==> config.mk <==
export PLATFORM = sky130hd
export DESIGN_NAME = sha256_front
export DESIGN_NICKNAME = d
export VERILOG_FILES = /design/src/rtl/sha256_pkg.sv /design/src/rtl/sha256_front.sv
export SDC_FILE = /design/constraint.sdc
export NUM_CORES = 1
export LEC_CHECK = 0
export BUFFER_PORTS_ARGS = -buffer_cell sky130_fd_sc_hd__buf_2
export CAP_MARGIN = 20
export CORE_ASPECT_RATIO = 1.2
export CORE_MARGIN = 2
export CORE_UTILIZATION = 55
export DETAILED_ROUTE_END_ITERATION = 6
export PLACE_DENSITY_LB_ADDON = 0.3
export SYNTH_ARGS = -nofsm -noshare
export SYNTH_HDL_FRONTEND = slang
export SYNTH_SLANG_ARGS = --single-unit
==> constraint.sdc <==
create_clock -name clk -period 3.2 [get_ports clk]
set_clock_uncertainty 0.1 [all_clocks]
set_input_delay 0.48 -clock clk [delete_from_list [all_inputs] [get_ports clk]]
set_output_delay 0.48 -clock clk [all_outputs]
set_load 0.01 [all_outputs]
==> src/rtl/sha256_pkg.sv <==
// Package: SHA-256 stream hasher types, constants and round functions.
package sha256_pkg;

    localparam int BLOCK_BYTES = 64;
    localparam int ROUNDS      = 64;
    localparam int DIGEST_WORDS = 8;

    // Entry passed from the byte front end to the compression back end
    typedef struct packed {
        logic        last_block;  // final block of the message
    } blk_ctl_t;

    typedef enum logic [2:0] {
        BE_IDLE,
        BE_LOAD,
        BE_ROUND,
        BE_ADD,
        BE_OUT
    } be_state_t;

    typedef enum logic [1:0] {
        FE_ACCEPT,
        FE_PAD_A,
        FE_PAD_B
    } fe_state_t;

    function automatic logic [31:0] round_k(input logic [5:0] idx);
        logic [31:0] k;
        case (idx)
            6'd0:  k = 32'h428a2f98; 6'd1:  k = 32'h71374491;
            6'd2:  k = 32'hb5c0fbcf; 6'd3:  k = 32'he9b5dba5;
            6'd4:  k = 32'h3956c25b; 6'd5:  k = 32'h59f111f1;
            6'd6:  k = 32'h923f82a4; 6'd7:  k = 32'hab1c5ed5;
            6'd8:  k = 32'hd807aa98; 6'd9:  k = 32'h12835b01;
            6'd10: k = 32'h243185be; 6'd11: k = 32'h550c7dc3;
            6'd12: k = 32'h72be5d74; 6'd13: k = 32'h80deb1fe;
            6'd14: k = 32'h9bdc06a7; 6'd15: k = 32'hc19bf174;
            6'd16: k = 32'he49b69c1; 6'd17: k = 32'hefbe4786;
            6'd18: k = 32'h0fc19dc6; 6'd19: k = 32'h240ca1cc;
            6'd20: k = 32'h2de92c6f; 6'd21: k = 32'h4a7484aa;
            6'd22: k = 32'h5cb0a9dc; 6'd23: k = 32'h76f988da;
            6'd24: k = 32'h983e5152; 6'd25: k = 32'ha831c66d;
            6'd26: k = 32'hb00327c8; 6'd27: k = 32'hbf597fc7;
            6'd28: k = 32'hc6e00bf3; 6'd29: k = 32'hd5a79147;
            6'd30: k = 32'h06ca6351; 6'd31: k = 32'h14292967;
            6'd32: k = 32'h27b70a85; 6'd33: k = 32'h2e1b2138;
            6'd34: k = 32'h4d2c6dfc; 6'd35: k = 32'h53380d13;
            6'd36: k = 32'h650a7354; 6'd37: k = 32'h766a0abb;
            6'd38: k = 32'h81c2c92e; 6'd39: k = 32'h92722c85;
            6'd40: k = 32'ha2bfe8a1; 6'd41: k = 32'ha81a664b;
            6'd42: k = 32'hc24b8b70; 6'd43: k = 32'hc76c51a3;
            6'd44: k = 32'hd192e819; 6'd45: k = 32'hd6990624;
            6'd46: k = 32'hf40e3585; 6'd47: k = 32'h106aa070;
            6'd48: k = 32'h19a4c116; 6'd49: k = 32'h1e376c08;
            6'd50: k = 32'h2748774c; 6'd51: k = 32'h34b0bcb5;
            6'd52: k = 32'h391c0cb3; 6'd53: k = 32'h4ed8aa4a;
            6'd54: k = 32'h5b9cca4f; 6'd55: k = 32'h682e6ff3;
            6'd56: k = 32'h748f82ee; 6'd57: k = 32'h78a5636f;
            6'd58: k = 32'h84c87814; 6'd59: k = 32'h8cc70208;
            6'd60: k = 32'h90befffe; 6'd61: k = 32'ha4506ceb;
            6'd62: k = 32'hbef9a3f7; default: k = 32'hc67178f2;
        endcase
        return k;
    endfunction

    function automatic logic [31:0] initial_h(input logic [2:0] idx);
        logic [31:0] h;
        case (idx)
            3'd0: h = 32'h6a09e667; 3'd1: h = 32'hbb67ae85;
            3'd2: h = 32'h3c6ef372; 3'd3: h = 32'ha54ff53a;
            3'd4: h = 32'h510e527f; 3'd5: h = 32'h9b05688c;
            3'd6: h = 32'h1f83d9ab; default: h = 32'h5be0cd19;
        endcase
        return h;
    endfunction

    function automatic logic [31:0] rotr(input logic [31:0] x, input int n);
        return (x >> n) | (x << (32 - n));
    endfunction

endpackage

==> src/rtl/sha256_front.sv <==
// Front end: collects bytes into a double-buffered block store and pads.
module sha256_front
    import sha256_pkg::*;
(
    input  logic        clk,
    input  logic        rst_n,
    input  logic        in_valid,
    output logic        in_ready,
    input  logic [7:0]  data_byte,
    input  logic        has_byte,
    input  logic        is_last,
    // queue to back end: one slot per buffer
    output logic [1:0]  buf_full,
    output blk_ctl_t    buf_ctl [2],
    input  logic [1:0]  buf_release,
    // back end read port
    input  logic        rd_buf,
    input  logic [3:0]  rd_word,
    output logic [31:0] rd_data
);

    // Two buffers of 16 big-endian words; buffer index is the top address bit
    logic [31:0] store_mem [2*BLOCK_BYTES/4];
    fe_state_t   state_reg, state_next;
    logic        wbuf_reg, wbuf_next;
    logic [5:0]  fill_reg, fill_next;
    logic [63:0] bits_reg, bits_next;
    logic [1:0]  full_reg, full_next;
    logic        pend_reg, pend_next;
    blk_ctl_t    ctl_reg [2];
    logic        we;
    logic [5:0]  waddr;
    logic [7:0]  wdata;
    logic        close_blk;
    blk_ctl_t    close_ctl;
    logic        take;
    logic        buf_free;
    logic [63:0] len_bits;

    assign buf_full = full_reg;
    assign buf_ctl  = ctl_reg;
    assign take     = in_valid && in_ready;
    assign buf_free = !full_reg[wbuf_reg];
    assign len_bits = bits_reg + {55'd0, fill_reg, 3'd0};

    // Byte and padding writes into the current buffer
    always_comb
    begin
        state_next = state_reg;
        wbuf_next  = wbuf_reg;
        fill_next  = fill_reg;
        bits_next  = bits_reg;
        pend_next  = pend_reg;
        full_next  = full_reg & ~buf_release;
        in_ready   = 1'b0;
        we         = 1'b0;
        waddr      = fill_reg;
        wdata      = data_byte;
        close_blk  = 1'b0;
        close_ctl  = '0;
        case (state_reg)
            FE_ACCEPT:
            begin
                in_ready = buf_free;
                if (take && has_byte)
                begin
                    we = 1'b1;
                    fill_next = fill_reg + 6'd1;
                    if (fill_reg == 6'd63)
                    begin
                        close_blk = 1'b1;
                        bits_next = bits_reg + 64'd512;
                    end
                end
                if (take && is_last)
                    state_next = FE_PAD_A;
            end
            FE_PAD_A:
            begin
                // 0x80 marker once the write buffer is free, bit length latched
                if (buf_free)
                begin
                    bits_next  = len_bits;
                    we         = 1'b1;
                    wdata      = 8'h80;
                    fill_next  = fill_reg + 6'd1;
                    state_next = FE_PAD_B;
                    // marker at bytes 56..62 leaves no room for the length
                    pend_next  = (fill_reg > 6'd55) && (fill_reg != 6'd63);
                    if (fill_reg == 6'd63)
                        close_blk = 1'b1;
                end
            end
            FE_PAD_B:
            begin
                if (buf_free)
                begin
                    we = 1'b1;
                    if (fill_reg >= 6'd56 && !pend_reg)
                        wdata = bits_reg[{~fill_reg[2:0], 3'b000} +: 8];
                    else
                        wdata = 8'h00;
                    fill_next = fill_reg + 6'd1;
                    if (fill_reg == 6'd63)
                    begin
                        close_blk = 1'b1;
                        close_ctl.last_block = !pend_reg;
                        pend_next = 1'b0;
                    end
                end
            end
            default: state_next = FE_ACCEPT;
        endcase
        if (close_blk)
        begin
            full_next[wbuf_reg] = 1'b1;
            wbuf_next = !wbuf_reg;
            if (close_ctl.last_block)
            begin
                state_next = FE_ACCEPT;
                bits_next  = '0;
            end
        end
    end

    always_ff @(posedge clk or negedge rst_n)
    begin
        if (!rst_n)
        begin
            state_reg <= FE_ACCEPT;
            wbuf_reg  <= 1'b0;
            fill_reg  <= '0;
            bits_reg  <= '0;
            full_reg  <= '0;
            pend_reg  <= 1'b0;
            ctl_reg[0] <= '0;
            ctl_reg[1] <= '0;
        end
        else
        begin
            state_reg <= state_next;
            wbuf_reg  <= wbuf_next;
            fill_reg  <= fill_next;
            bits_reg  <= bits_next;
            full_reg  <= full_next;
            pend_reg  <= pend_next;
            if (close_blk)
                ctl_reg[wbuf_reg] <= close_ctl;
        end
    end

    // Block store: byte-lane write, registered word read
    always_ff @(posedge clk)
    begin
        if (we)
            store_mem[{wbuf_reg, waddr[5:2]}][{~waddr[1:0], 3'b000} +: 8] <= wdata;
        rd_data <= store_mem[{rd_buf, rd_word}];
    end

    ast_no_ready_when_full: assert property (@(posedge clk) disable iff (!rst_n)
        (full_reg == 2'b11) |-> !in_ready) else $error("accept with both buffers full");
    ast_close_sets_full: assert property (@(posedge clk) disable iff (!rst_n)
        close_blk |=> full_reg[$past(wbuf_reg)]) else $error("closed block not queued");
    ast_pad_no_input: assert property (@(posedge clk) disable iff (!rst_n)
        (state_reg != FE_ACCEPT) |-> !in_ready) else $error("input taken during padding");

endmodule

Word-level counts from Yosys, hierarchy flattened:

Memory sizes are Yosys's and may differ from the RTL's. A register that Yosys moved wholly into a read port is not among the register bits.
Index checks and enable logic that the tools add are counted.
Widths: inputs -> output; s select.

* add/subtract/negate cells: 4
* magnitude comparators: 6
* equality and inequality tests: 9
* shifts and indexed selects: 3
* muxes and demuxes: 43
* bitwise operators: 6
* reductions and logical operators: 16

Operators with widths (count)
* $mux 64: 5
* $pmux 64 s2: 1
* $add 64x10->64 const B: 1
* $add 64x9->64: 1
* $shiftx 64x7->8: 1
* $mux 32: 1
* $shift 8x7->32 const A: 1
* $shiftx 8x7->32: 1
* $mux 8: 3
* $mux 1: 17
* $pmux 8 s2: 1
* $mux 6: 2
* $pmux 6 s2: 1
* $mux 2: 5
* $ne 2x2->1 const B: 5
* $logic_and 1x1->1: 7
* $neg 5->7: 1
* $add 6x1->6 const B: 1
* $eq 6x6->1 const B: 1
* $ge 6x6->1 const B: 1
* $gt 6x6->1 const B: 1
* $ne 6x6->1 const B: 1
* $pmux 1 s2: 3
* $pmux 2 s3: 1
* 19 further kinds: 24

* register bits: 78
* memory bits (writable): 1024
* bits of input ports: 20
* output and inout bits: 37
* logic and storage cells: 96
* memories: 1

Memory list
* store_mem: depth 32, bits a word 32, read ports 1, clocked after Yosys merged registers in 1, wr ports 1, RTL line sha256_front.sv:23 `logic [31:0] store_mem [2*BLOCK_BYTES/4];`

Logic depth before layout (Yosys ltp):

* depth in word-level cells: 10
* depth in mapped cells: 10
* depth with buffers taken out: 8

Least setup slack after synthesis:

Ideal clock, no wire load.

* path type: flip-flop to flip-flop
* from: reg fill_reg[1]
* to: mem store_mem[0][24], data pin
* library setup time: 0.351 ns
* data arrival time: 2.930 ns
* data required time: 2.749 ns
* setup slack: -0.181 ns
* stages on the path, launching flop included: 8
* path buffers: 3
* period minus slack after synthesis: 3.381 ns
* cell sequence: dfrtp_1 -> clkbuf_1 -> clkbuf_1 -> inv_1 -> ha_1 -> or3_1 -> buf_1 -> nor2_1

* word-level cells in the longest chain between the ends: 6
* elaborated cells on any way between the ends: 10
* those cells by class: add/sub: 1; order compare: 1; shift: 2; mux: 3; bitwise: 2; reduce/logical: 1

RTL lines
* start: declaration: RTL line sha256_front.sv:26 `logic [5:0] fill_reg, fill_next;`
* start signal: assignment: RTL line sha256_front.sv:143 `fill_reg <= fill_next;`
* $not 3->3 or $ge 6x6->1 (tied branches): RTL line sha256_front.sv:100, sha256_front.sv:99
* $shiftx 64x7->8 or $logic_and 1x1->1 (tied branches): RTL line sha256_front.sv:100, sha256_front.sv:99
* $mux 8: RTL line sha256_front.sv:99 `if (fill_reg >= 6'd56 && !pend_reg)`
* $mux 8: RTL line sha256_front.sv:96 `if (buf_free)`
* $pmux 8 s2: RTL line sha256_front.sv:61 `case (state_reg)`
* $shiftx 8x7->32 *: RTL line sha256_front.sv:156 `store_mem[{wbuf_reg, waddr[5:2]}][{~waddr[1:0], 3'b000} +: 8] <= wdata;`
* end: declaration: RTL line sha256_front.sv:23

Mark *: on every way between the ends. The rest lies on a longest branch, timed or not.

Final worst setup path:

* from: reg bits_reg[43]
* to: reg bits_reg[50]

* word-level cells in the longest chain between the ends: 6
* elaborated cells on any way between the ends: 8
* those cells by class: add/sub: 2; mux: 6

RTL lines
* start: declaration: RTL line sha256_front.sv:27 `logic [63:0] bits_reg, bits_next;`
* start signal: assignment: RTL line sha256_front.sv:144 `bits_reg <= bits_next;`
* $add 64x10->64: RTL line sha256_front.sv:72 `bits_next = bits_reg + 64'd512;`
* $mux 64: RTL line sha256_front.sv:69 `if (fill_reg == 6'd63)`
* $mux 64: RTL line sha256_front.sv:65 `if (take && has_byte)`
* $pmux 64 s2 *: RTL line sha256_front.sv:61
* $mux 64: RTL line sha256_front.sv:118 `if (close_ctl.last_block)`
* $mux 64 *: RTL line sha256_front.sv:114 `if (close_blk)`
* via bits_next[50]: RTL line sha256_front.sv:27

The timed path passes the listed nets; every way through them passes the cells marked *.
A chain may end at the register's enable or synchronous reset.

==> out/qor.json <==
{
  "yosys": {
    "yosys.area_share.adder": 0.00501,
    "synthMuxAreaShare": 0.175,
    "synth_compound_area_frac": 0.0277,
    "postSynthAreaPerCell_sq_um": 18.7,
    "synth-xor-area-share": 0.00735,
    "synthArstFlopShare": 0.0663,
    "synth_cells": 2483,
    "synthDistinctLibCells": 72,
    "post_synth_instance_area_sq_um": 46500,
    "synth_top_family_by_area": "multiplexers",
    "synth-simple-area-share": 0.0544,
    "synth_ff_type": "edfxtp_1",
    "ys_ff_latch": 1131,
    "seq_area_frac_synth": 0.716,
    "syn_nets": 2521,
    "yosysWarnings": 0,
    "number_of_synthesized_flops_with_an_enable_pin": 1024
  },
  "route": {
    "detail_route.vias_per_cell": 6.45,
    "first_iter_violations": 2866,
    "antenna_left": 0,
    "firstDrtPassIters": 6,
    "aggregate_routed_wire_length_um": 116000,
    "drc": 0,
    "dr_total_vias": 25700,
    "wl_per_cell_um": 29.2
  },
  "final_layout": {
    "number_of_inserted_filler_cells_in_the_final_layout": 5642,
    "design_area_sq_um": 53900,
    "area_taken_by_multi_input_logic_gates_sq_um": 12700,
    "area.growth.synth_to_final_pct": 15.9,
    "finalCoreUtilization": 0.645,
    "largest_reg_flops": 1024,
    "final_nets": 2815,
    "post_route_cells_drive_above_1_share": 0.322,
    "seqCellArea_sq_um": 33300
  },
  "sta": {
    "max-slew-margin-rel": 0.407,
    "hold_viol_final": 0,
    "grt_setup_unrepaired": "false",
    "max_clock_freq_mhz": 324,
    "setup-violations-final": 0,
    "slew_violations": 0,
    "final.min_clock_period_ps": 3080,
    "post-route-period-util": 0.964,
    "tightest_slew_ps": 889
  },
  "global_routing": {
    "antenna_found_initial": 1,
    "grt_pass1_wl_um": 172000,
    "grt_overflow": 0,
    "grt_pass1_vias": 26100,
    "gr-usage-all-layers": 0.270,
    "pin_count_of_the_biggest_net_entering_global_routing": 76
  },
  "floorplanning": {
    "placementRows": 116,
    "dieWidth_um": 269,
    "dieHeight_um": 322,
    "start_util": 0.556,
    "io_pins": 57,
    "die_area_sq_um": 86900,
    "core-area_sq_um": 83600
  },
  "power": {
    "pwrdens_nw_per_um2": 715,
    "p_leak_nw": 17.9,
    "vdd.ir_drop.worst_uv": 441
  },
  "place": {
    "post-dp-hpwl_um": 72900,
    "gp_congestion": 0.919,
    "placed_area_sq_um": 49900,
    "port_buffers": 56
  },
  "cts": {
    "post-cts-setup-buffer-count": 0,
    "ctsLongestPathBuffers": 3,
    "numCtsBuffers": 104,
    "clock_latency_ps": 690,
    "cts.htree.levels": 3,
    "clk_root_buffer_cell": "clkbuf_16",
    "cts_tree": "done",
    "worst_setup_hold_path_clk_slew_ps": 70,
    "clkSinkCount": 1131
  },
  "run_status": {
    "status": "finished, final reports clean"
  },
  "run": {
    "cap_violations": 0
  },
  "setup_path": {
    "crit_fanout": 8,
    "critical_path_required_ps": 3680,
    "r2r_cells": 6,
    "worst-r2r-setup-slack_ps": 120,
    "timing.setup.critical_path_class": "reg -> reg",
    "r2r_start": "bits_reg[43]$_DFF_PN0_",
    "setup.worst_path.end_class": "flop",
    "worstPathArrival_ps": 3560,
    "start_kind": "flop",
    "crit_reg_reg_endpoint": "bits_reg[50]$_DFF_PN0_"
  },
  "min_path": {
    "hold_path_end": "state_reg[0]$_DFF_PN0_",
    "hold_class": "in -> reg",
    "timing.hold.worst.start": "is_last",
    "whs_path_depth": 3
  }
}
## cell families after synthesis
logic type | after synthesis
mux | 392
xor+xnor | 39
buf+inv | 170
compound gates | 191
flops | 1131
fa+ha+maj | 18
simple gates | 542
## layout by cell type (no fill, tap or decap), types with 13 or more instances in the layout
cell type / count
bufinv_16: 17
edfxtp_1: 1024
and2_1: 13
dfxtp_1: 32
nor3_1: 34
a31oi_1: 21
clkinv_2: 16
nor2_1: 189
xnor2_1: 33
clkinv_1: 20
buf_12: 20
nor2_2: 27
or3_1: 14
mux4_2: 333
a21oi_1: 31
buf_2: 52
nand4_1: 33
o21ai_0: 41
ha_1: 17
dfrtp_1: 75
nand2_1: 112
mux2_2: 43
clkbuf_1: 18
buf_4: 246
inv_1: 13
mux2i_1: 15
o22ai_1: 15
nand3_1: 44
buf_8: 22
nor4_1: 21
clkbuf_16: 105
## layer usage
layer  GRT usage  wire (um)
met5           0          8
met3      0.0415       8650
met2       0.457      59200
met1       0.358      44100
met4       0.103       4460
## synth_stat cells (31+ instances only)
library cell,instances,area [sq um]
edfxtp_1,1024,30700
nand4_1,33,206
clkbuf_1,95,357
nand3_1,44,220
mux4_2,333,7500
xnor2_1,33,289
dfxtp_1,32,641
mux2_2,43,484
nor2_1,221,830
buf_2,35,175
o21ai_0,41,205
nand2_1,112,420
nor3_1,34,170
dfrtp_1,75,1880
a21oi_1,31,155
## critical path, stage by stage (launching register included)
cell      delay [ps]
dfrtp_1          550
nand3_1          250
nor4_1           580
nand4_1          340
nor4_1           720
a21oi_1          150
a311oi_1         270
## repair_timing
item	CTS	global route
hold buffers	3	0
endpoints found under the setup margin	64	32
gates resized for setup	4	1
endpoints found under the hold margin	77	0
## metrics by stage
stage	setup WS [ps]	setup TNS [ps]	hold WS (ps)	cells	power (mW)
2_1_floorplan	-181	-46300	84.4	2483	22.4
3_3_place_gp	183	0	393	3766	25.2
4_1_cts	2.12	0	56.7	3963	38.4
5_1_grt	12.2	0	99.8	3986	39.8
6_report	117	0	98.1	3987	38.5
3_5_place_dp	-25.9	-1110	395	3766	25.5
## report_power, final
| part | internal [mW] | switching [mW] |
|---|---|---|
| registers | 17.6 | 0.538 |
| clock network | 7.57 | 5.42 |
| logic | 2.71 | 4.72 |
| total | 27.9 | 10.7 |
## cell type report
class | instances | share of cell area
flip-flops and latches | 1131 | 0.617
multi-input cells | 1182 | 0.235
repair buffers | 345 | 0.0542
clock buffers | 129 | 0.0515
well taps | 1121 | 0.0260
clock inverters | 65 | 0.0154
inverters | 13 | 0.000905
diodes | 1 | 0.0000464
## worst max-delay path by stage
| stage | endpoint | slack, ps | from |
|---|---|---|---|
| after floorplan | store_mem[0][24]$_DFFE_PP_ | -180 | fill_reg[1]$_DFFE_PN0P_ |
| after global routing | bits_reg[44]$_DFF_PN0_ | 10 | fill_reg[1]$_DFFE_PN0P_ |
| after global placement | store_mem[16][1]$_DFFE_PP_ | 180 | state_reg[0]$_DFF_PN0_ |
| after CTS | store_mem[7][19]$_DFFE_PP_ | 2 | state_reg[0]$_DFF_PN0_ |
| after detailed placement | store_mem[3][24]$_DFFE_PP_ | -30 | state_reg[0]$_DFF_PN0_ |
| final | bits_reg[50]$_DFF_PN0_ | 120 | bits_reg[43]$_DFF_PN0_ |
No activity file was read; power rests on OpenSTA's default activity.
