**src/rtl/sha256_pkg.sv**
```systemverilog
// Package: SHA-256 stream hasher types, constants and round functions.
package sha256_pkg;

    localparam int BLOCK_BYTES = 64;
    localparam int ROUNDS      = 64;
    localparam int DIGEST_WORDS = 8;

    // Entry passed from the byte front end to the compression back end
    typedef struct packed {
        logic        last_block;  // final block of the message
    } blk_ctl_t;

    typedef enum logic [2:0] {
        BE_IDLE,
        BE_LOAD,
        BE_ROUND,
        BE_ADD,
        BE_OUT
    } be_state_t;

    typedef enum logic [1:0] {
        FE_ACCEPT,
        FE_PAD_A,
        FE_PAD_B
    } fe_state_t;

    function automatic logic [31:0] round_k(input logic [5:0] idx);
        logic [31:0] k;
        case (idx)
            6'd0:  k = 32'h428a2f98; 6'd1:  k = 32'h71374491;
            6'd2:  k = 32'hb5c0fbcf; 6'd3:  k = 32'he9b5dba5;
            6'd4:  k = 32'h3956c25b; 6'd5:  k = 32'h59f111f1;
            6'd6:  k = 32'h923f82a4; 6'd7:  k = 32'hab1c5ed5;
            6'd8:  k = 32'hd807aa98; 6'd9:  k = 32'h12835b01;
            6'd10: k = 32'h243185be; 6'd11: k = 32'h550c7dc3;
            6'd12: k = 32'h72be5d74; 6'd13: k = 32'h80deb1fe;
            6'd14: k = 32'h9bdc06a7; 6'd15: k = 32'hc19bf174;
            6'd16: k = 32'he49b69c1; 6'd17: k = 32'hefbe4786;
            6'd18: k = 32'h0fc19dc6; 6'd19: k = 32'h240ca1cc;
            6'd20: k = 32'h2de92c6f; 6'd21: k = 32'h4a7484aa;
            6'd22: k = 32'h5cb0a9dc; 6'd23: k = 32'h76f988da;
            6'd24: k = 32'h983e5152; 6'd25: k = 32'ha831c66d;
            6'd26: k = 32'hb00327c8; 6'd27: k = 32'hbf597fc7;
            6'd28: k = 32'hc6e00bf3; 6'd29: k = 32'hd5a79147;
            6'd30: k = 32'h06ca6351; 6'd31: k = 32'h14292967;
            6'd32: k = 32'h27b70a85; 6'd33: k = 32'h2e1b2138;
            6'd34: k = 32'h4d2c6dfc; 6'd35: k = 32'h53380d13;
            6'd36: k = 32'h650a7354; 6'd37: k = 32'h766a0abb;
            6'd38: k = 32'h81c2c92e; 6'd39: k = 32'h92722c85;
            6'd40: k = 32'ha2bfe8a1; 6'd41: k = 32'ha81a664b;
            6'd42: k = 32'hc24b8b70; 6'd43: k = 32'hc76c51a3;
            6'd44: k = 32'hd192e819; 6'd45: k = 32'hd6990624;
            6'd46: k = 32'hf40e3585; 6'd47: k = 32'h106aa070;
            6'd48: k = 32'h19a4c116; 6'd49: k = 32'h1e376c08;
            6'd50: k = 32'h2748774c; 6'd51: k = 32'h34b0bcb5;
            6'd52: k = 32'h391c0cb3; 6'd53: k = 32'h4ed8aa4a;
            6'd54: k = 32'h5b9cca4f; 6'd55: k = 32'h682e6ff3;
            6'd56: k = 32'h748f82ee; 6'd57: k = 32'h78a5636f;
            6'd58: k = 32'h84c87814; 6'd59: k = 32'h8cc70208;
            6'd60: k = 32'h90befffe; 6'd61: k = 32'ha4506ceb;
            6'd62: k = 32'hbef9a3f7; default: k = 32'hc67178f2;
        endcase
        return k;
    endfunction

    function automatic logic [31:0] initial_h(input logic [2:0] idx);
        logic [31:0] h;
        case (idx)
            3'd0: h = 32'h6a09e667; 3'd1: h = 32'hbb67ae85;
            3'd2: h = 32'h3c6ef372; 3'd3: h = 32'ha54ff53a;
            3'd4: h = 32'h510e527f; 3'd5: h = 32'h9b05688c;
            3'd6: h = 32'h1f83d9ab; default: h = 32'h5be0cd19;
        endcase
        return h;
    endfunction

    function automatic logic [31:0] rotr(input logic [31:0] x, input int n);
        return (x >> n) | (x << (32 - n));
    endfunction

endpackage

```
**src/rtl/sha256_back.sv**
```systemverilog
// Back end: 64-round compression of queued blocks and digest output.
module sha256_back
    import sha256_pkg::*;
(
    input  logic        clk,
    input  logic        rst_n,
    input  logic [1:0]  buf_full,
    input  blk_ctl_t    buf_ctl [2],
    output logic [1:0]  buf_release,
    output logic        rd_buf,
    output logic [3:0]  rd_word,
    input  logic [31:0] rd_data,
    output logic        out_valid,
    input  logic        out_ready,
    output logic [31:0] digest_word,
    output logic [2:0]  word_index,
    output logic        last_word
);

    be_state_t   state_reg, state_next;
    logic        rbuf_reg;
    logic [6:0]  cnt_reg;
    logic [31:0] h_reg [8];
    logic [31:0] v_reg [8];
    logic [31:0] w_reg [16];
    logic        last_reg;
    logic [31:0] wt, s0, s1, t1, t2;
    logic        ready_blk;

    assign rd_buf    = rbuf_reg;
    assign rd_word   = cnt_reg[3:0];
    assign ready_blk = buf_full[rbuf_reg];

    // Message schedule word and round terms for the current round
    always_comb
    begin
        s0 = rotr(w_reg[1], 7) ^ rotr(w_reg[1], 18) ^ (w_reg[1] >> 3);
        s1 = rotr(w_reg[14], 17) ^ rotr(w_reg[14], 19) ^ (w_reg[14] >> 10);
        wt = (cnt_reg < 7'd16) ? w_reg[0] : (w_reg[0] + s0 + w_reg[9] + s1);
        t1 = v_reg[7] + (rotr(v_reg[4], 6) ^ rotr(v_reg[4], 11) ^ rotr(v_reg[4], 25))
             + ((v_reg[4] & v_reg[5]) ^ (~v_reg[4] & v_reg[6]))
             + round_k(cnt_reg[5:0]) + wt;
        t2 = (rotr(v_reg[0], 2) ^ rotr(v_reg[0], 13) ^ rotr(v_reg[0], 22))
             + ((v_reg[0] & v_reg[1]) ^ (v_reg[0] & v_reg[2]) ^ (v_reg[1] & v_reg[2]));
    end

    always_comb
    begin
        state_next  = state_reg;
        buf_release = '0;
        out_valid   = (state_reg == BE_OUT);
        case (state_reg)
            BE_IDLE:  if (ready_blk) state_next = BE_LOAD;
            BE_LOAD:  if (cnt_reg == 7'd16) state_next = BE_ROUND;
            BE_ROUND: if (cnt_reg == 7'd63) state_next = BE_ADD;
            BE_ADD:
            begin
                buf_release[rbuf_reg] = 1'b1;
                state_next = last_reg ? BE_OUT : BE_IDLE;
            end
            BE_OUT:
                if (out_ready && cnt_reg[2:0] == 3'd7) state_next = BE_IDLE;
            default: state_next = BE_IDLE;
        endcase
    end

    assign digest_word = h_reg[cnt_reg[2:0]];
    assign word_index  = cnt_reg[2:0];
    assign last_word   = (cnt_reg[2:0] == 3'd7);

    always_ff @(posedge clk or negedge rst_n)
    begin
        if (!rst_n)
        begin
            state_reg <= BE_IDLE;
            rbuf_reg  <= 1'b0;
            cnt_reg   <= '0;
            last_reg  <= 1'b0;
            for (int i = 0; i < 8; i++)
            begin
                h_reg[i] <= initial_h(3'(i));
                v_reg[i] <= '0;
            end
            for (int i = 0; i < 16; i++)
                w_reg[i] <= '0;
        end
        else
        begin
            state_reg <= state_next;
            case (state_reg)
                BE_IDLE:
                begin
                    cnt_reg <= '0;
                    last_reg <= buf_ctl[rbuf_reg].last_block;
                    for (int i = 0; i < 8; i++)
                        v_reg[i] <= h_reg[i];
                end
                BE_LOAD:
                begin
                    // read data is registered and lags the address, so nothing is captured at count zero
                    if (cnt_reg != 7'd0)
                    begin
                        for (int i = 0; i < 15; i++)
                            w_reg[i] <= w_reg[i+1];
                        w_reg[15] <= rd_data;
                    end
                    cnt_reg <= (cnt_reg == 7'd16) ? 7'd0 : cnt_reg + 7'd1;
                end
                BE_ROUND:
                begin
                    for (int i = 0; i < 15; i++)
                        w_reg[i] <= w_reg[i+1];
                    w_reg[15] <= wt;
                    v_reg[7] <= v_reg[6]; v_reg[6] <= v_reg[5]; v_reg[5] <= v_reg[4];
                    v_reg[4] <= v_reg[3] + t1;
                    v_reg[3] <= v_reg[2]; v_reg[2] <= v_reg[1]; v_reg[1] <= v_reg[0];
                    v_reg[0] <= t1 + t2;
                    cnt_reg <= cnt_reg + 7'd1;
                end
                BE_ADD:
                begin
                    for (int i = 0; i < 8; i++)
                        h_reg[i] <= h_reg[i] + v_reg[i];
                    rbuf_reg <= !rbuf_reg;
                    cnt_reg  <= '0;
                end
                BE_OUT:
                    if (out_ready)
                    begin
                        cnt_reg <= cnt_reg + 7'd1;
                        if (cnt_reg[2:0] == 3'd7)
                            for (int i = 0; i < 8; i++)
                                h_reg[i] <= initial_h(3'(i));
                    end
                default: cnt_reg <= '0;
            endcase
        end
    end

    ast_out_hold: assert property (@(posedge clk) disable iff (!rst_n)
        (out_valid && !out_ready) |=>
            (out_valid && $stable(word_index) && $stable(digest_word)))
        else $error("digest word changed while stalled");
    ast_release_full: assert property (@(posedge clk) disable iff (!rst_n)
        (buf_release != 2'b00) |-> ((buf_release & buf_full) == buf_release))
        else $error("release of empty buffer");
    ast_round_count: assert property (@(posedge clk) disable iff (!rst_n)
        (state_reg == BE_ROUND) |-> (cnt_reg < 7'd64)) else $error("round overrun");

endmodule

```
**config.mk**
```make
export PLATFORM = sky130hd
export DESIGN_NAME = sha256_back
export DESIGN_NICKNAME = d
export VERILOG_FILES = /design/src/rtl/sha256_pkg.sv /design/src/rtl/sha256_back.sv
export SDC_FILE = /design/constraint.sdc
export NUM_CORES = 2
export LEC_CHECK = 0
export ABC_AREA = 0
export BUFFER_PORTS_ARGS = -buffer_cell sky130_fd_sc_hd__buf_2
export CORE_MARGIN = 2
export CORE_UTILIZATION = 45
export DETAILED_ROUTE_END_ITERATION = 10
export GPL_TIMING_DRIVEN = 0
export PLACE_DENSITY = 0.64
export SETUP_SLACK_MARGIN = 0.2
export SYNTH_ARGS = -nofsm -noshare
export SYNTH_HDL_FRONTEND = slang
export SYNTH_SLANG_ARGS = --single-unit
```
**constraint.sdc**
```tcl
create_clock -name clk -period 9.4 [get_ports clk]
set_input_delay 1.41 -clock clk [delete_from_list [all_inputs] [get_ports clk]]
set_output_delay 1.41 -clock clk [all_outputs]
set_load 0.02 [all_outputs]
```
# Word-level counts from Yosys, hierarchy flattened
# Memory sizes are Yosys's and may differ from the RTL's.
# Cells that the tools add are included.
# totals
output_inout_bits	44
wordCells	142
mem_bits_ro	2048
ff_bits	1036
memories	1
# op_classes
bitwise_logic	29
n_reduce_logical	11
n_eq_ne	14
muxes	27
n_lt_le_gt_ge	5
add_sub_neg	19
# mem_list
memory	words	word_bits	rd	rd_clocked_by_memory_dff	write_ports	line	source
(no name shown)	64	32	1	0	0	sha256_pkg.sv:29	case (idx)
# op_table
operator	count
$pmux 256 s2	2
$pmux 512 s2	1
$add 32x32->32	18
$mux 256	2
$mux 512	1
$xor 32x32->32	9
$and 32x32->32	5
$bmux 32 s3	1
$mux 32	3
$not 32->32	1
$or 10x32->32	1
$or 13x32->32	1
$or 14x32->32	1
$or 15x32->32	1
$or 19x32->32	1
$or 21x32->32	1
$or 25x32->32	1
$or 26x32->32	1
$or 30x32->32	1
$or 7x32->32	1
$xor 32x22->32	1
$xor 32x29->32	1
$pmux 7 s3	1
$mux 3	5
28 further kinds	44

# Depth between registers and ports, before layout
# depth
ltp_word	10
mapped_depth	51

# Worst setup path before layout
# Ideal clock, no wire load.
# synth_path
path_type	register to register
startpoint	register w_reg[452] (netlist bit)
endpoint	register v_reg[253] (netlist bit)
setup_time_ns	0.077
path_buffers	1
arrival_time_ns	9.257
synth_period_minus_slack_ns	9.334
stages_incl_launch_ff	47
path_slack_ns	0.066
cell_sequence	dfrtp_1 -> clkbuf_1 -> xor2_1 -> xnor2_1 -> fa_1 -> fa_1 -> inv_1 -> ha_1 -> inv_1 -> fa_1 -> nor2b_1 -> o31ai_2 -> a211oi_1 -> or3_1 -> a21oi_1 -> a21o_1 -> fa_1 -> inv_1 -> [... 11 more ...] -> nor2_1 -> o21bai_1 -> a21oi_1 -> xor2_1 -> fa_1 -> inv_1 -> ha_1 -> and4_1 -> nand2_1 -> nor2_1 -> a221oi_1 -> nand2_1 -> a31oi_1 -> o221ai_1 -> a211oi_1 -> xnor2_1 -> nand2_1 -> a21oi_1
# synth_between
elab_chain_len	10
word_cells_on_any_way	11
cone_classes	add/sub (5); mux (2); bitwise (4)
# synth_rtl
item	line	source
from (decl)	sha256_back.sv:25	logic [31:0] w_reg [16];
from (signal, indexed assignment)	sha256_back.sv:104	w_reg[i] <= w_reg[i+1];
from (signal, indexed assignment)	sha256_back.sv:112	w_reg[i] <= w_reg[i+1];
$or 14x32->32 / $or 25x32->32 (equally long branches)	sha256_pkg.sv:78	return (x >> n) | (x << (32 - n));
$xor 32x32->32	sha256_back.sv:37	s0 = rotr(w_reg[1], 7) ^ rotr(w_reg[1], 18) ^ (w_reg[1] >> 3);
$xor 32x29->32 *	sha256_back.sv:37	
$add 32x32->32 * (3 in a row)	sha256_back.sv:39	wt = (cnt_reg < 7'd16) ? w_reg[0] : (w_reg[0] + s0 + w_reg[9] + s1);
$mux 32 *	sha256_back.sv:39	
$add 32x32->32 *	sha256_back.sv:42	+ round_k(cnt_reg[5:0]) + wt;
$add 32x32->32 *	sha256_back.sv:117	v_reg[0] <= t1 + t2;
$pmux 256 s2 *	sha256_back.sv:90	case (state_reg)
to (signal, indexed assignment)	sha256_back.sv:96	v_reg[i] <= h_reg[i];
to (decl)	sha256_back.sv:24	logic [31:0] v_reg [8];
# Every way passes the cells marked *; elsewhere a longest branch is shown, timed or not.
# A chain may end at the register's enable or synchronous reset.

# Worst setup path after layout
# layout_path
startpoint	register cnt_reg[0]
endpoint	register v_reg[247] (netlist bit)
# layout_between
elab_chain_len	5
word_cells_on_any_way	7
cone_classes	add/sub (3); order compare (1); mux (2); memory (1)
# layout_rtl
item	line	source
from (decl)	sha256_back.sv:22	logic [6:0] cnt_reg;
from (signal assigned)	sha256_back.sv:107	cnt_reg <= (cnt_reg == 7'd16) ? 7'd0 : cnt_reg + 7'd1;
from (signal assigned)	sha256_back.sv:118	cnt_reg <= cnt_reg + 7'd1;
from (signal assigned)	sha256_back.sv:130	cnt_reg <= cnt_reg + 7'd1;
$mem_v2 64x32 / $lt 7x5->1 (equally long branches)	n/a	
$add 32x32->32 / $mux 32 (equally long branches)	sha256_back.sv:42, sha256_back.sv:39	
$add 32x32->32 *	sha256_back.sv:42	
$add 32x32->32 *	sha256_back.sv:117	
$pmux 256 s2 *	sha256_back.sv:90	
# Marked as above.

==> summary.md <==
| Metric | Value |
|---|---|
| Most common cell after layout, fill and taps aside | `nand2_1` |
| Gpl congestion | `1.037` |
| Async SR Flop Fraction | `1.000` |
| Setup-failing EPs final | `23` |
| Max cap viols | `3` |
| Share of layout cells above drive strength 1 | `0.1040` |
| Finished layout cell area | `0.08024 sq mm` |
| Mapped cell area | `0.07061 sq mm` |
| Routed vias/inst | `5.884` |
| Setup tns final | `-9234 ps` |
| Final HPWL DP | `228900 microns` |
| Total Routing Usage GR | `0.3584` |
| Tcrit/Tclk final | `1.079` |
| Flop-to-flop setup slack | `-740 ps` |
| CTS Root Cell | `clkbuf_16` |
| IO Port Bufs | `82` |
| Crit end category | `flip-flop` |
| Initial core utilization | `0.4526` |
| Area leader, netlist | `dfrtp_1` |
| Final Non-Filler Cells | `10600` |
| Die Wd | `400.1 microns` |
| Drt initial violations | `6675` |
| Worst R2R Path Depth | `33` |
| Synth cell types | `92` |
| Post-route ant nets | `0` |
| Clk Latency, worst-skew pair | `800 ps` |
| Most frequent cells in the layout | `nand2_1 (1931), dfrtp_1 (897), o21ai_0 (668)` |
| Slew Limit Headroom | `-0.07078` |
| Pin count of the biggest net entering global routing | `168` |
| Slowest stage cell on the critical path | `a31oi_1` |
| Final hold viol count | `0` |
| PnR worst setup slack | `-744.7 ps` |
| Filler cells | `14560` |
| Ports | `83` |
| Clock transition at path regs | `70 ps` |
| Dpl ws | `-2652 ps` |
| CP max stage delay | `1220 ps` |
| Max FFs per register | `512` |
| Avg Inst Size Synth | `8.682 sq um` |
| Total grt overflow | `0` |
| Top FF cell, synth | `dfrtp_1` |
| Post-DP Area | `0.07392 sq mm` |
| Transition time of the tightest slew-check pin | `1599 ps` |
| Crit Path Class | `flip-flop to flip-flop` |
| DRT Wirelength | `290800 microns` |
| Initial antenna violation count | `19` |
| Pre-antenna DRT Iters | `8` |
| Fmax | `98.57 MHz` |
| Number of synthesized flops with an enable pin | `0` |
| Crit Path Max Fanout | `10` |
| Die Y-Extent | `400.1 microns` |
| CTS tree | `yes` |
| Syn-to-layout area delta | `13.64%` |
| Unrepaired setup endpoints after global routing | `yes` |
| Syn_nets | `8768` |
| Worst path required time | `10040 ps` |
| CP arrival | `10790 ps` |
| First-pass GRT wire length | `413000 microns` |
| CTS Buffer Depth | `3` |
| Max-slew violation count | `24` |
| Vias in the first global route | `60360` |
| Mapped Cells | `8133` |
| Hold/Removal Path Class | `flip-flop to flip-flop` |
| CTS Buf Count | `119` |
| Die area | `0.1601 sq mm` |
| CP Launch Type | `flip-flop` |
| Vias after detailed routing | `62340` |
| Synth warn | `0` |
| Core area | `0.1560 sq mm` |
| Status | `finished, violations left` |
| Register area share after synthesis | `0.3696` |
| Share of the synthesized area in the top cell type | `0.3190` |
| Nets | `9061` |
| Placed insts | `10290` |
| Failing checks | `max-capacitance violations, max-slew violations, negative setup slack` |
| Synthesized flop and latch total | `1036` |
| Clock sink total | `1036` |
| Post-cts hold buffer count | `0` |
| Htree depth | `3` |
| Layout Skew | `100.2 ps` |
| Drt drc | `0` |
| Post-DR wirelength/cell | `27.44 microns` |
| Final Critical Period | `10140 ps` |
| Row count | `145` |
| Worst hold path depth | `2` |
| Top post-synthesis cells by area | `dfrtp_1 (32%), nand2_1 (10%), ha_1 (7.1%), fa_1 (5.6%), dfstp_2 (5.1%)` |
-- routing by layer --
layer / up-vias / wire length, microns / track usage
li1: 28000 / - / -
met1: 30720 / 114800 / 0.4570
met2: 2904 / 127900 / 0.5534
met3: 707 / 24950 / 0.07070
met4: 4 / 23050 / 0.2371
met5: - / 65 / 0
-- cells by family (layout without fill, tap and decap cells) --
family                     Yosys count  in the layout  synth area share
and+or+nand+nor                   2729           2729            0.1576
AOI/OAI and AO/OA                 1873           1873            0.1605
DFF                               1036           1036            0.3696
buffers and inverters              976           1373           0.05227
adders and majority gates          601            601            0.1272
xor gates and xnor gates           574            574           0.07159
muxes                              344            344           0.06131
other                                0              7                 0
-- final cells by class --
type / instances / area (sq um) / share of cell area
Tap cell: 2058 / 2575 / 0.03209
Multi-Input combinational cell: 6121 / 42250 / 0.5265
Antenna cell: 7 / 17.52 / 0.0002183
Inverter: 512 / 1926 / 0.02400
Buffer: 464 / 1856 / 0.02313
Clock buffer: 173 / 3411 / 0.04251
Timing Repair Buffer: 172 / 1316 / 0.01640
Clock inverter: 52 / 788.3 / 0.009824
Sequential cell: 1036 / 26100 / 0.3253
-- synthesized netlist by cell type (18+ instances only) --
master and n:
or3_1 36, nand2_1 1932, nand4_1 19, o21bai_1 40, xor2_1 249, dfrtp_1 900
nand2b_1 59, mux4_2 68, o21a_1 61, o21ai_0 708, nor3_1 75, a21oi_1 477
or2_2 18, a22oi_1 20, a31oi_1 39, buf_1 33, clkbuf_1 423, nor2b_1 43
nor2_1 391, nand3_1 73, a21o_1 186, mux2i_1 248, o31ai_1 30, fa_1 196
inv_1 508, ha_1 400, o22ai_1 23, dfstp_2 136, xnor2_1 323, o211ai_1 33
a211oi_1 47, and3_1 34, a21boi_0 18, mux2_2 28
-- critical path, delay by kind of cell, from the launching register on --
kind            cells  cell delay (ps)
flops               1              630
simple gates        5              830
buf+inv             7             2430
xor+xnor            2              510
fa+ha+maj           5             1960
mux                 1              100
compound gates     13             3590
-- final timing paths --
path,startpoint,endpoint
min in group asynchronous,rst_n,v_reg[224]
min,w_reg[337],w_reg[369]
max reg2reg,cnt_reg[0],v_reg[247]
min reg2reg,w_reg[337],w_reg[369]
max,cnt_reg[0],v_reg[247]
max in group asynchronous,rst_n,w_reg[350]
-- timing repair --
item	in CTS	in global routing
buffers inserted	54	23
gates resized for setup	224	119
cloned	0	0
pin swaps	81	61
setup endpoints to repair	45	36
endpoints found under the hold margin	0	0
-- stage by stage --
| stage | hold WS (ps) | utilization |
|---|---|---|
| CTS | 448.0 | 0.5101 |
| global route | 466.5 | 0.5142 |
| floorplan | 438.6 | - |
| finish | 438.0 | 0.5143 |
| global placement | 448.6 | 0.4718 |
| detailed placement | 449.1 | 0.4738 |
Power is left out: the tool's default activity adds up to more than one toggle a clock period on the data nets, which glitch-free logic cannot reach.
